[src/hsc_pkg.sv]
`default_nettype none
// ----------------------------------------------------------------------------
// hsc_pkg
// Shared constants, types and character helpers for the host name checker.
// ----------------------------------------------------------------------------
package hsc_pkg;

	localparam int unsigned MAX_NAME_LEN_DEF = 64;
	localparam int unsigned DOT_HOST_LEN     = 5;
	localparam int unsigned CHAR_W           = 8;
	localparam int unsigned OUT_LEN_W        = 7;
	localparam int unsigned CFG_IDX_W        = 2;

	localparam logic [CHAR_W-1:0] CHR_NUL   = 8'h00;
	localparam logic [CHAR_W-1:0] CHR_DOT   = 8'h2e;
	localparam logic [CHAR_W-1:0] CHR_HYPH  = 8'h2d;
	localparam logic [CHAR_W-1:0] CHR_QMARK = 8'h3f;

	localparam logic [CFG_IDX_W-1:0] REG_ALLOW_QMARK = 2'd0;
	localparam logic [CFG_IDX_W-1:0] REG_ALLOW_TDOT  = 2'd1;
	localparam logic [CFG_IDX_W-1:0] REG_ALLOW_DHOST = 2'd2;

	typedef struct packed {
		logic allow_question_mark;
		logic allow_trailing_dot;
		logic allow_dot_host;
	} hsc_cfg_t;

	typedef struct packed {
		logic                 name_valid;
		logic [OUT_LEN_W-1:0] name_length;
	} hsc_result_t;

	function automatic logic is_letter_or_digit(input logic [CHAR_W-1:0] c);
		return c inside {[8'h61:8'h7a], [8'h41:8'h5a], [8'h30:8'h39]};
	endfunction

	// characters of ".host" by position
	function automatic logic [CHAR_W-1:0] dot_host_char(input logic [2:0] idx);
		logic [CHAR_W-1:0] c;
		case (idx)
			3'd0:    c = 8'h2e;
			3'd1:    c = 8'h68;
			3'd2:    c = 8'h6f;
			3'd3:    c = 8'h73;
			3'd4:    c = 8'h74;
			default: c = 8'h00;
		endcase
		return c;
	endfunction

endpackage
`default_nettype wire

[src/hsc_scan.sv]
`default_nettype none
// ----------------------------------------------------------------------------
// hsc_scan
// Per-name scan state and rule checks; gives the verdict on the terminator.
// ----------------------------------------------------------------------------
module hsc_scan import hsc_pkg::*; #(
	parameter int unsigned MaxNameLen = MAX_NAME_LEN_DEF
) (
	input  wire logic              clk,
	input  wire logic              arst_n,
	input  wire logic              step,
	input  wire logic [CHAR_W-1:0] char_in,
	input  wire hsc_cfg_t          cfg,
	output hsc_result_t            result
);

	localparam int unsigned LenSat = ((MaxNameLen + 1) > 6) ? (MaxNameLen + 1) : 6;
	localparam int unsigned LenW   = $clog2(LenSat + 1);
	localparam logic [LenW-1:0] LenSatV  = LenW'(LenSat);
	localparam logic [LenW-1:0] ShowMax  = LenW'(MaxNameLen + 1);
	localparam logic [LenW-1:0] MaxLenV  = LenW'(MaxNameLen);
	localparam logic [LenW-1:0] DotHostV = LenW'(DOT_HOST_LEN);

	logic            after_dot_q, after_hyphen_q, rule_broken_q, prefix_ok_q;
	logic [1:0]      dot_count_q;
	logic [LenW-1:0] length_q;

	logic            after_dot_d, after_hyphen_d, rule_broken_d, prefix_ok_d;
	logic [1:0]      dot_count_d;
	logic [LenW-1:0] length_d;
	logic            is_end;
	logic [LenW-1:0] shown;
	logic            valid;

	assign is_end = (char_in == CHR_NUL);

	always_comb begin
		after_dot_d    = after_dot_q;
		after_hyphen_d = after_hyphen_q;
		rule_broken_d  = rule_broken_q;
		prefix_ok_d    = prefix_ok_q;
		dot_count_d    = dot_count_q;
		length_d       = length_q;
		if (is_end) begin
			after_dot_d    = 1'b1;
			after_hyphen_d = 1'b1;
			rule_broken_d  = 1'b0;
			prefix_ok_d    = 1'b1;
			dot_count_d    = 2'd0;
			length_d       = '0;
		end else begin
			if (length_q < DotHostV) begin
				if (char_in != dot_host_char(length_q[2:0]))
					prefix_ok_d = 1'b0;
			end else begin
				prefix_ok_d = 1'b0;
			end
			if (char_in == CHR_DOT) begin
				if (after_dot_q || after_hyphen_q)
					rule_broken_d = 1'b1;
				after_dot_d    = 1'b1;
				after_hyphen_d = 1'b0;
				if (dot_count_q < 2'd2)
					dot_count_d = dot_count_q + 2'd1;
			end else if (char_in == CHR_HYPH) begin
				if (after_dot_q)
					rule_broken_d = 1'b1;
				after_dot_d    = 1'b0;
				after_hyphen_d = 1'b1;
			end else begin
				if (!is_letter_or_digit(char_in) &&
				    !(char_in == CHR_QMARK && cfg.allow_question_mark))
					rule_broken_d = 1'b1;
				after_dot_d    = 1'b0;
				after_hyphen_d = 1'b0;
			end
			if (length_q < LenSatV)
				length_d = length_q + LenW'(1);
		end
	end

	always_comb begin
		shown = (length_q > ShowMax) ? ShowMax : length_q;
		if (length_q == '0) begin
			valid = 1'b0;
		end else if (prefix_ok_q && length_q == DotHostV) begin
			valid = cfg.allow_dot_host;
		end else begin
			valid = !rule_broken_q;
			if (after_dot_q && (dot_count_q < 2'd2 || !cfg.allow_trailing_dot))
				valid = 1'b0;
			if (after_hyphen_q)
				valid = 1'b0;
			if (length_q > MaxLenV)
				valid = 1'b0;
		end
		result.name_valid  = valid;
		result.name_length = OUT_LEN_W'(shown);
	end

	always_ff @(posedge clk or negedge arst_n) begin
		if (!arst_n) begin
			after_dot_q    <= 1'b1;
			after_hyphen_q <= 1'b1;
			rule_broken_q  <= 1'b0;
			prefix_ok_q    <= 1'b1;
			dot_count_q    <= 2'd0;
			length_q       <= '0;
		end else if (step) begin
			after_dot_q    <= after_dot_d;
			after_hyphen_q <= after_hyphen_d;
			rule_broken_q  <= rule_broken_d;
			prefix_ok_q    <= prefix_ok_d;
			dot_count_q    <= dot_count_d;
			length_q       <= length_d;
		end
	end

endmodule
`default_nettype wire

[config.mk]
export PLATFORM = sky130hd
export DESIGN_NAME = hsc_scan
export DESIGN_NICKNAME = d
export VERILOG_FILES = /design/src/hsc_pkg.sv /design/src/hsc_scan.sv
export SDC_FILE = /design/constraint.sdc
export NUM_CORES = 1
export LEC_CHECK = 0
export BUFFER_PORTS_ARGS = -buffer_cell sky130_fd_sc_hd__buf_4
export CAP_MARGIN = 20
export CORE_ASPECT_RATIO = 1.1
export CORE_MARGIN = 2
export CORE_UTILIZATION = 57
export CTS_BUF_LIST = sky130_fd_sc_hd__clkbuf_2 sky130_fd_sc_hd__clkbuf_4 sky130_fd_sc_hd__clkbuf_8
export CTS_CLUSTER_SIZE = 20
export DETAILED_ROUTE_END_ITERATION = 10
export PLACE_DENSITY = 0.91
export SYNTH_ARGS = -nofsm -noshare
export SYNTH_HDL_FRONTEND = slang
export SYNTH_SLANG_ARGS = --single-unit
[constraint.sdc]
create_clock -name clk -period 2.1 [get_ports clk]
set_input_delay 0.21 -clock clk [delete_from_list [all_inputs] [get_ports clk]]
set_output_delay 0.21 -clock clk [all_outputs]
set_load 0.02 [all_outputs]
==> results.json, run 1 <==
{
  "synth_top_area_cell": "dfrtp_1",
  "grt_overflow": 0,
  "whs_path_depth": 2,
  "antenna_found_initial": 0,
  "ios": 22,
  "vias_per_cell": 6.28,
  "cts-htree-levels": 1,
  "ys.flop_type": "dfrtp_1",
  "clk-insertion-delay-late_ps": 290,
  "grt_max_degree": 16,
  "port_buffers": 21,
  "synth_most_common_cell": "nor2_1",
  "p_leak_uw": 0.000586,
  "synth.avg_cell_area_sq_um": 8.28,
  "cts_tree": "yes",
  "synth_edf_count": 0,
  "synthCells": 135,
  "coreArea_sq_um": 1820,
  "r2r_cells": 8,
  "grtUsageTotal": 0.288,
  "hpwlAfterDp_mm": 2.12,
  "cap_violations": 0,
  "fin_skew_ps": 6.22,
  "max_freq_ghz": 0.495,
  "yosys_warnings": 0,
  "required_ps": 1890,
  "async_flop_share": 1.00,
  "dp_cells": 178,
  "cts_buffers": 3,
  "min_path_type": "input pin to register",
  "root_buffer": "clkbuf_4",
  "synth-seq-cells": 13,
  "synth_area_sq_um": 1120,
  "worstPathArrival_ps": 1810,
  "dr.pass1.iters": 4,
  "gp_congestion": 0.837,
  "initial_utilization": 0.613,
  "drc": 0,
  "crit_type": "register to output port",
  "synth_top_area_share": 0.224,
  "relSlewSlack": 0.629,
  "route.vias.total": 1155,
  "layout-drive-gt1-share": 0.312,
  "drtIter0Drc": 34,
  "clock-sinks": 13,
  "die_area_sq_um": 2330,
  "grt_pass1_vias": 1094,
  "drt-total-wl_mm": 3.01,
  "tightestPinTransition_ps": 552,
  "grt_pass1_wl_mm": 4.86,
  "power_density_nw_per_um2": 1070,
  "worst_setup_path_end_kind": "output port",
  "antenna-diode-count": 0,
  "slew_violations": 0,
  "critPathMaxFanout": 5,
  "synth-seq-area-share": 0.295,
  "fp.dieW_um": 46.2,
  "area_delta_synth_final_pct": 25.1,
  "clk_path_buf_depth": 2,
  "wire_per_inst_um": 16.4,
  "peakVddDrop_mv": 0.916,
  "nets": 176,
  "rsz0062_at_grt": "no",
  "fp.dieH_um": 50.4,
  "setup_viol": 0,
  "stdcell_count": 184,
  "hold_violations": 0,
  "crit_path_start_kind": "register",
  "synth_common_cells": "11 x nor2_1, 10 x dfrtp_1, 9 x a21oi_1",
  "finalSetupTns_ps": 0,
  "yosys-top-cells-area": "dfrtp_1 22%, dfstp_2 7.1%, xor2_1 4.7%",
  "clk_pin_slew_worst_paths_ps": 80,
  "antenna_violating_nets_post_route": 0,
  "syn-num-nets": 153,
  "outcome": "completed",
  "min_period_over_period": 0.961,
  "num_rows": 16,
  "ys_types": 48,
  "min_period_ps": 2020
}
-- critical path, stage by stage, from the launching register on --
cell and delay (ps):
dfrtp_1 430, or3_1 430, nor3_1 240, nand4_1 160
o41ai_2 70, buf_4 190
-- timing repair --
item,CTS,global route
hold buffers,1,0
endpoints found under the hold margin,13,0
setup buffers,1,0
endpoints found under the setup margin,1,1
gates resized for setup,4,9
-- cell type report --
class                      instances  area, sq um
multi-input combinational        106          767
fill                             139          424
sequential                        13          329
timing repair buffer              27          209
tap                               27         33.8
clock buffer                       4         30.0
inverter                           7         28.8
-- where the power goes --
part	internal [uW]	leakage, uW	switching [uW]
clock	87.0	0.0000184	89.6
combinational	425	0.000414	499
sequential	313	0.000154	75.5
total	824	0.000586	664
-- worst paths after layout --
check                                from              to  slack [ps]
max in group asynchronous          arst_n     after_dot_q        1570
max reg2reg                   length_q[1]     prefix_ok_q         190
max                           length_q[5]       result[7]          80
min reg2reg                dot_count_q[0]  dot_count_q[0]         500
min in group asynchronous          arst_n     length_q[0]         290
min                                  step  after_hyphen_q         150
-- cell usage in the layout, fill, tap and decap left out, types with 2 or more instances in the layout --
cell	netlist	routed
nand3_1	2	2
ha_1	4	2
nor2_1	11	11
or3b_2	2	2
nor3_1	7	7
nand2_1	7	7
clkbuf_4	0	4
o211ai_1	5	5
ha_4	0	2
nor3b_1	2	2
nand2b_1	3	2
a31oi_1	4	3
inv_1	7	5
dfrtp_1	10	10
a21oi_1	9	8
nand4_1	2	2
or3_1	3	3
nor2b_1	6	6
o21ai_0	6	6
dfstp_2	3	3
buf_4	1	25
o221ai_1	2	2
xor2_1	6	6
nor4_1	2	2
-- logic make-up (layout without fill, tap and decap cells) --
logic type / Yosys count / after routing / synth area share
compound gates: 37 / 37 / 0.221
xor+xnor: 7 / 7 / 0.0549
fa+ha+maj: 4 / 4 / 0.0448
buf+inv: 16 / 38 / 0.0649
flops: 13 / 13 / 0.295
mux: 1 / 1 / 0.00896
simple gates: 57 / 57 / 0.311
-- registers in the layout (all words and copies together) (netlist names) --
register        cells
length_q            7
dot_count_q         2
after_dot_q         1
after_hyphen_q      1
prefix_ok_q         1
rule_broken_q       1
-- through the flow --
step / area [sq um] / util / power (uW) / hold slack (ps) / setup slack, ps
finish: 1400 / 0.767 / 1490 / 148 / 81.4
global route: 1400 / 0.767 / 1590 / 146 / 18.6
CTS: 1360 / 0.744 / 1410 / 138 / 44.0
detailed placement: 1290 / 0.709 / 1190 / 64.7 / 25.1
global placement: 1290 / 0.709 / 1160 / 63.7 / 236
floorplan: 1120 / - / 912 / -85.6 / 212
-- metal layers --
metal	routed length, um	GRT usage	share of wire
met5	0	0	0
met4	83	0.133	0.028
met3	199	0.0468	0.066
met2	1490	0.475	0.49
met1	1240	0.354	0.41
Note: power is estimated with default switching activity, not from simulation.
==> run 2, diff against run 1 <==
--- a/config.mk
+++ b/config.mk
@@ -15,4 +15,5 @@
 export DETAILED_ROUTE_END_ITERATION = 10
 export PLACE_DENSITY = 0.91
+export SKIP_CTS_REPAIR_TIMING = 1
 export SYNTH_ARGS = -nofsm -noshare
 export SYNTH_HDL_FRONTEND = slang
==> constraint.sdc (replaced) <==
create_clock -name clk -period 2.1 [get_ports clk]
set_input_delay 0.105 -clock clk [delete_from_list [all_inputs] [get_ports clk]]
set_output_delay 0.105 -clock clk [all_outputs]
set_load 0.02 [all_outputs]
==> run 2 against run 1 <==
- the flow now finishes with violations (setup timing)
- clock power about the same
- critical path depth increased by 3
- clock skew decreased by 5.4 ps
- register-to-register slack got worse by 120 ps
- first-iteration DRC count increased by 26%
- die area unchanged
- non-clock buffer count increased by 8
- worst setup slack got worse by 100 ps
- final cell count increased by 4.3%
- flip-flop and latch count unchanged
- core utilization increased by 2.8 points
- hold slack got worse by 110 ps
==> results.json, run 2 (synthesis gave the netlist of run 1 again) <==
{
  "reg_top3": "length_q (7), dot_count_q (2)",
  "slew_violations": 0,
  "drc": 0,
  "fin_skew_ps": 0.832,
  "route.vias.total": 1190,
  "crit_type": "register to output port",
  "nets": 184,
  "clk_pin_slew_worst_paths_ps": 80,
  "regMostFlops": "length_q",
  "die_area_sq_um": 2330,
  "num_rows": 16,
  "violations": "setup timing",
  "r2r-end": "prefix_ok_q",
  "hold_violations": 0,
  "cts_buffers": 3,
  "power_density_nw_per_um2": 1100,
  "hp-start": "step",
  "worst_setup_path_end_kind": "output port",
  "outcome": "complete, but fails checks",
  "hold_path_end": "after_hyphen_q",
  "r2r_cells": 9,
  "max_freq_ghz": 0.471,
  "antenna_violating_nets_post_route": 0,
  "min_period_over_period": 1.01,
  "rrSetupSlack_ps": 70,
  "rsz0062_at_grt": "yes",
  "peakVddDrop_mv": 0.965,
  "antenna-diode-count": 0,
  "crit_start": "length_q[1]",
  "whs_path_depth": 2,
  "grt_pass1_vias": 996,
  "layout_commonest_cell": "buf_4",
  "crit_path_start_kind": "register",
  "clk-insertion-delay-late_ps": 290,
  "dr.pass1.iters": 4,
  "drt-total-wl_mm": 3.17,
  "largest_register_ff_count": 7,
  "worst_slack_ps": -22.4,
  "min_period_ps": 2120,
  "layout-drive-gt1-share": 0.345,
  "cts_tree": "yes",
  "grt_overflow": 0,
  "clk_path_buf_depth": 2,
  "grtUsageTotal": 0.262,
  "total_power_uw": 1590,
  "place_ws_ps": 78.4,
  "antenna_found_initial": 0,
  "port_buffers": 21,
  "wire_per_inst_um": 16.5,
  "grt_pass1_wl_mm": 4.48,
  "ios": 22,
  "setup_viol": 1,
  "hpwlAfterDp_mm": 2.01,
  "gp_congestion": 0.868,
  "worstPathArrival_ps": 2020,
  "min_path_type": "input pin to register",
  "fp.dieH_um": 50.4,
  "critPathMaxFanout": 6,
  "clock-sinks": 13,
  "drtIter0Drc": 43,
  "whs_ps": 33.3,
  "cap_violations": 0,
  "coreArea_sq_um": 1820,
  "vias_per_cell": 6.20,
  "initial_utilization": 0.613,
  "required_ps": 2000,
  "relSlewSlack": 0.600,
  "rr_startpoint": "length_q[1]",
  "grt_max_degree": 16,
  "finalSetupTns_ps": -22.4,
  "mostFrequentLayoutCells": "34 x buf_4, 11 x nor2_1, 8 x a21oi_1, 8 x dfrtp_1",
  "cts-htree-levels": 1,
  "root_buffer": "clkbuf_4",
  "area_delta_synth_final_pct": 29.7,
  "tightestPinTransition_ps": 594,
  "p_leak_uw": 0.000613,
  "fp.dieW_um": 46.2
}
## run 2: layout make-up
| type | instances | area (sq um) |
|---|---|---|
| fill | 110 | 373 |
| multi-input combinational | 106 | 758 |
| timing repair buffer | 35 | 265 |
| tap | 27 | 33.8 |
| sequential | 13 | 332 |
| inverter | 7 | 30.0 |
| clock buffer | 4 | 30.0 |
## run 2: critical path: stages (launching register included)
cell	delay [ps]
dfrtp_2	460
clkinvlp_4	190
ha_4	220
nand2b_4	80
a21oi_2	50
nor2_1	80
a31oi_1	60
o41ai_1	380
buf_4	200
## run 2: power by group
part	switching (uW)	internal [uW]	total [uW]
clock	86.7	86.9	174
combinational	513	492	1010
sequential	99.8	316	416
## run 2: how the worst max path moves through the flow
stage	to	cells past startpoint
2_1_floorplan	prefix_ok_q	8
3_3_place_gp	prefix_ok_q	7
3_5_place_dp	prefix_ok_q	7
4_1_cts	result[7]	8
5_1_grt	result[7]	8
6_report	result[7]	8
## run 2: metrics by stage
stage / util / instance area [sq um] / std cells
after floorplan: - / 1120 / 135
after global placement: 0.705 / 1280 / 177
after detailed placement: 0.705 / 1280 / 177
after CTS: 0.722 / 1320 / 181
after global routing: 0.795 / 1450 / 192
final: 0.795 / 1450 / 192
## run 2: routing by layer
metal	GRT usage	share of wire	vias up
li1	-	-	555
met1	0.332	0.41	562
met2	0.428	0.49	60
met3	0.0360	0.062	13
met4	0.119	0.037	0
met5	0	0	-
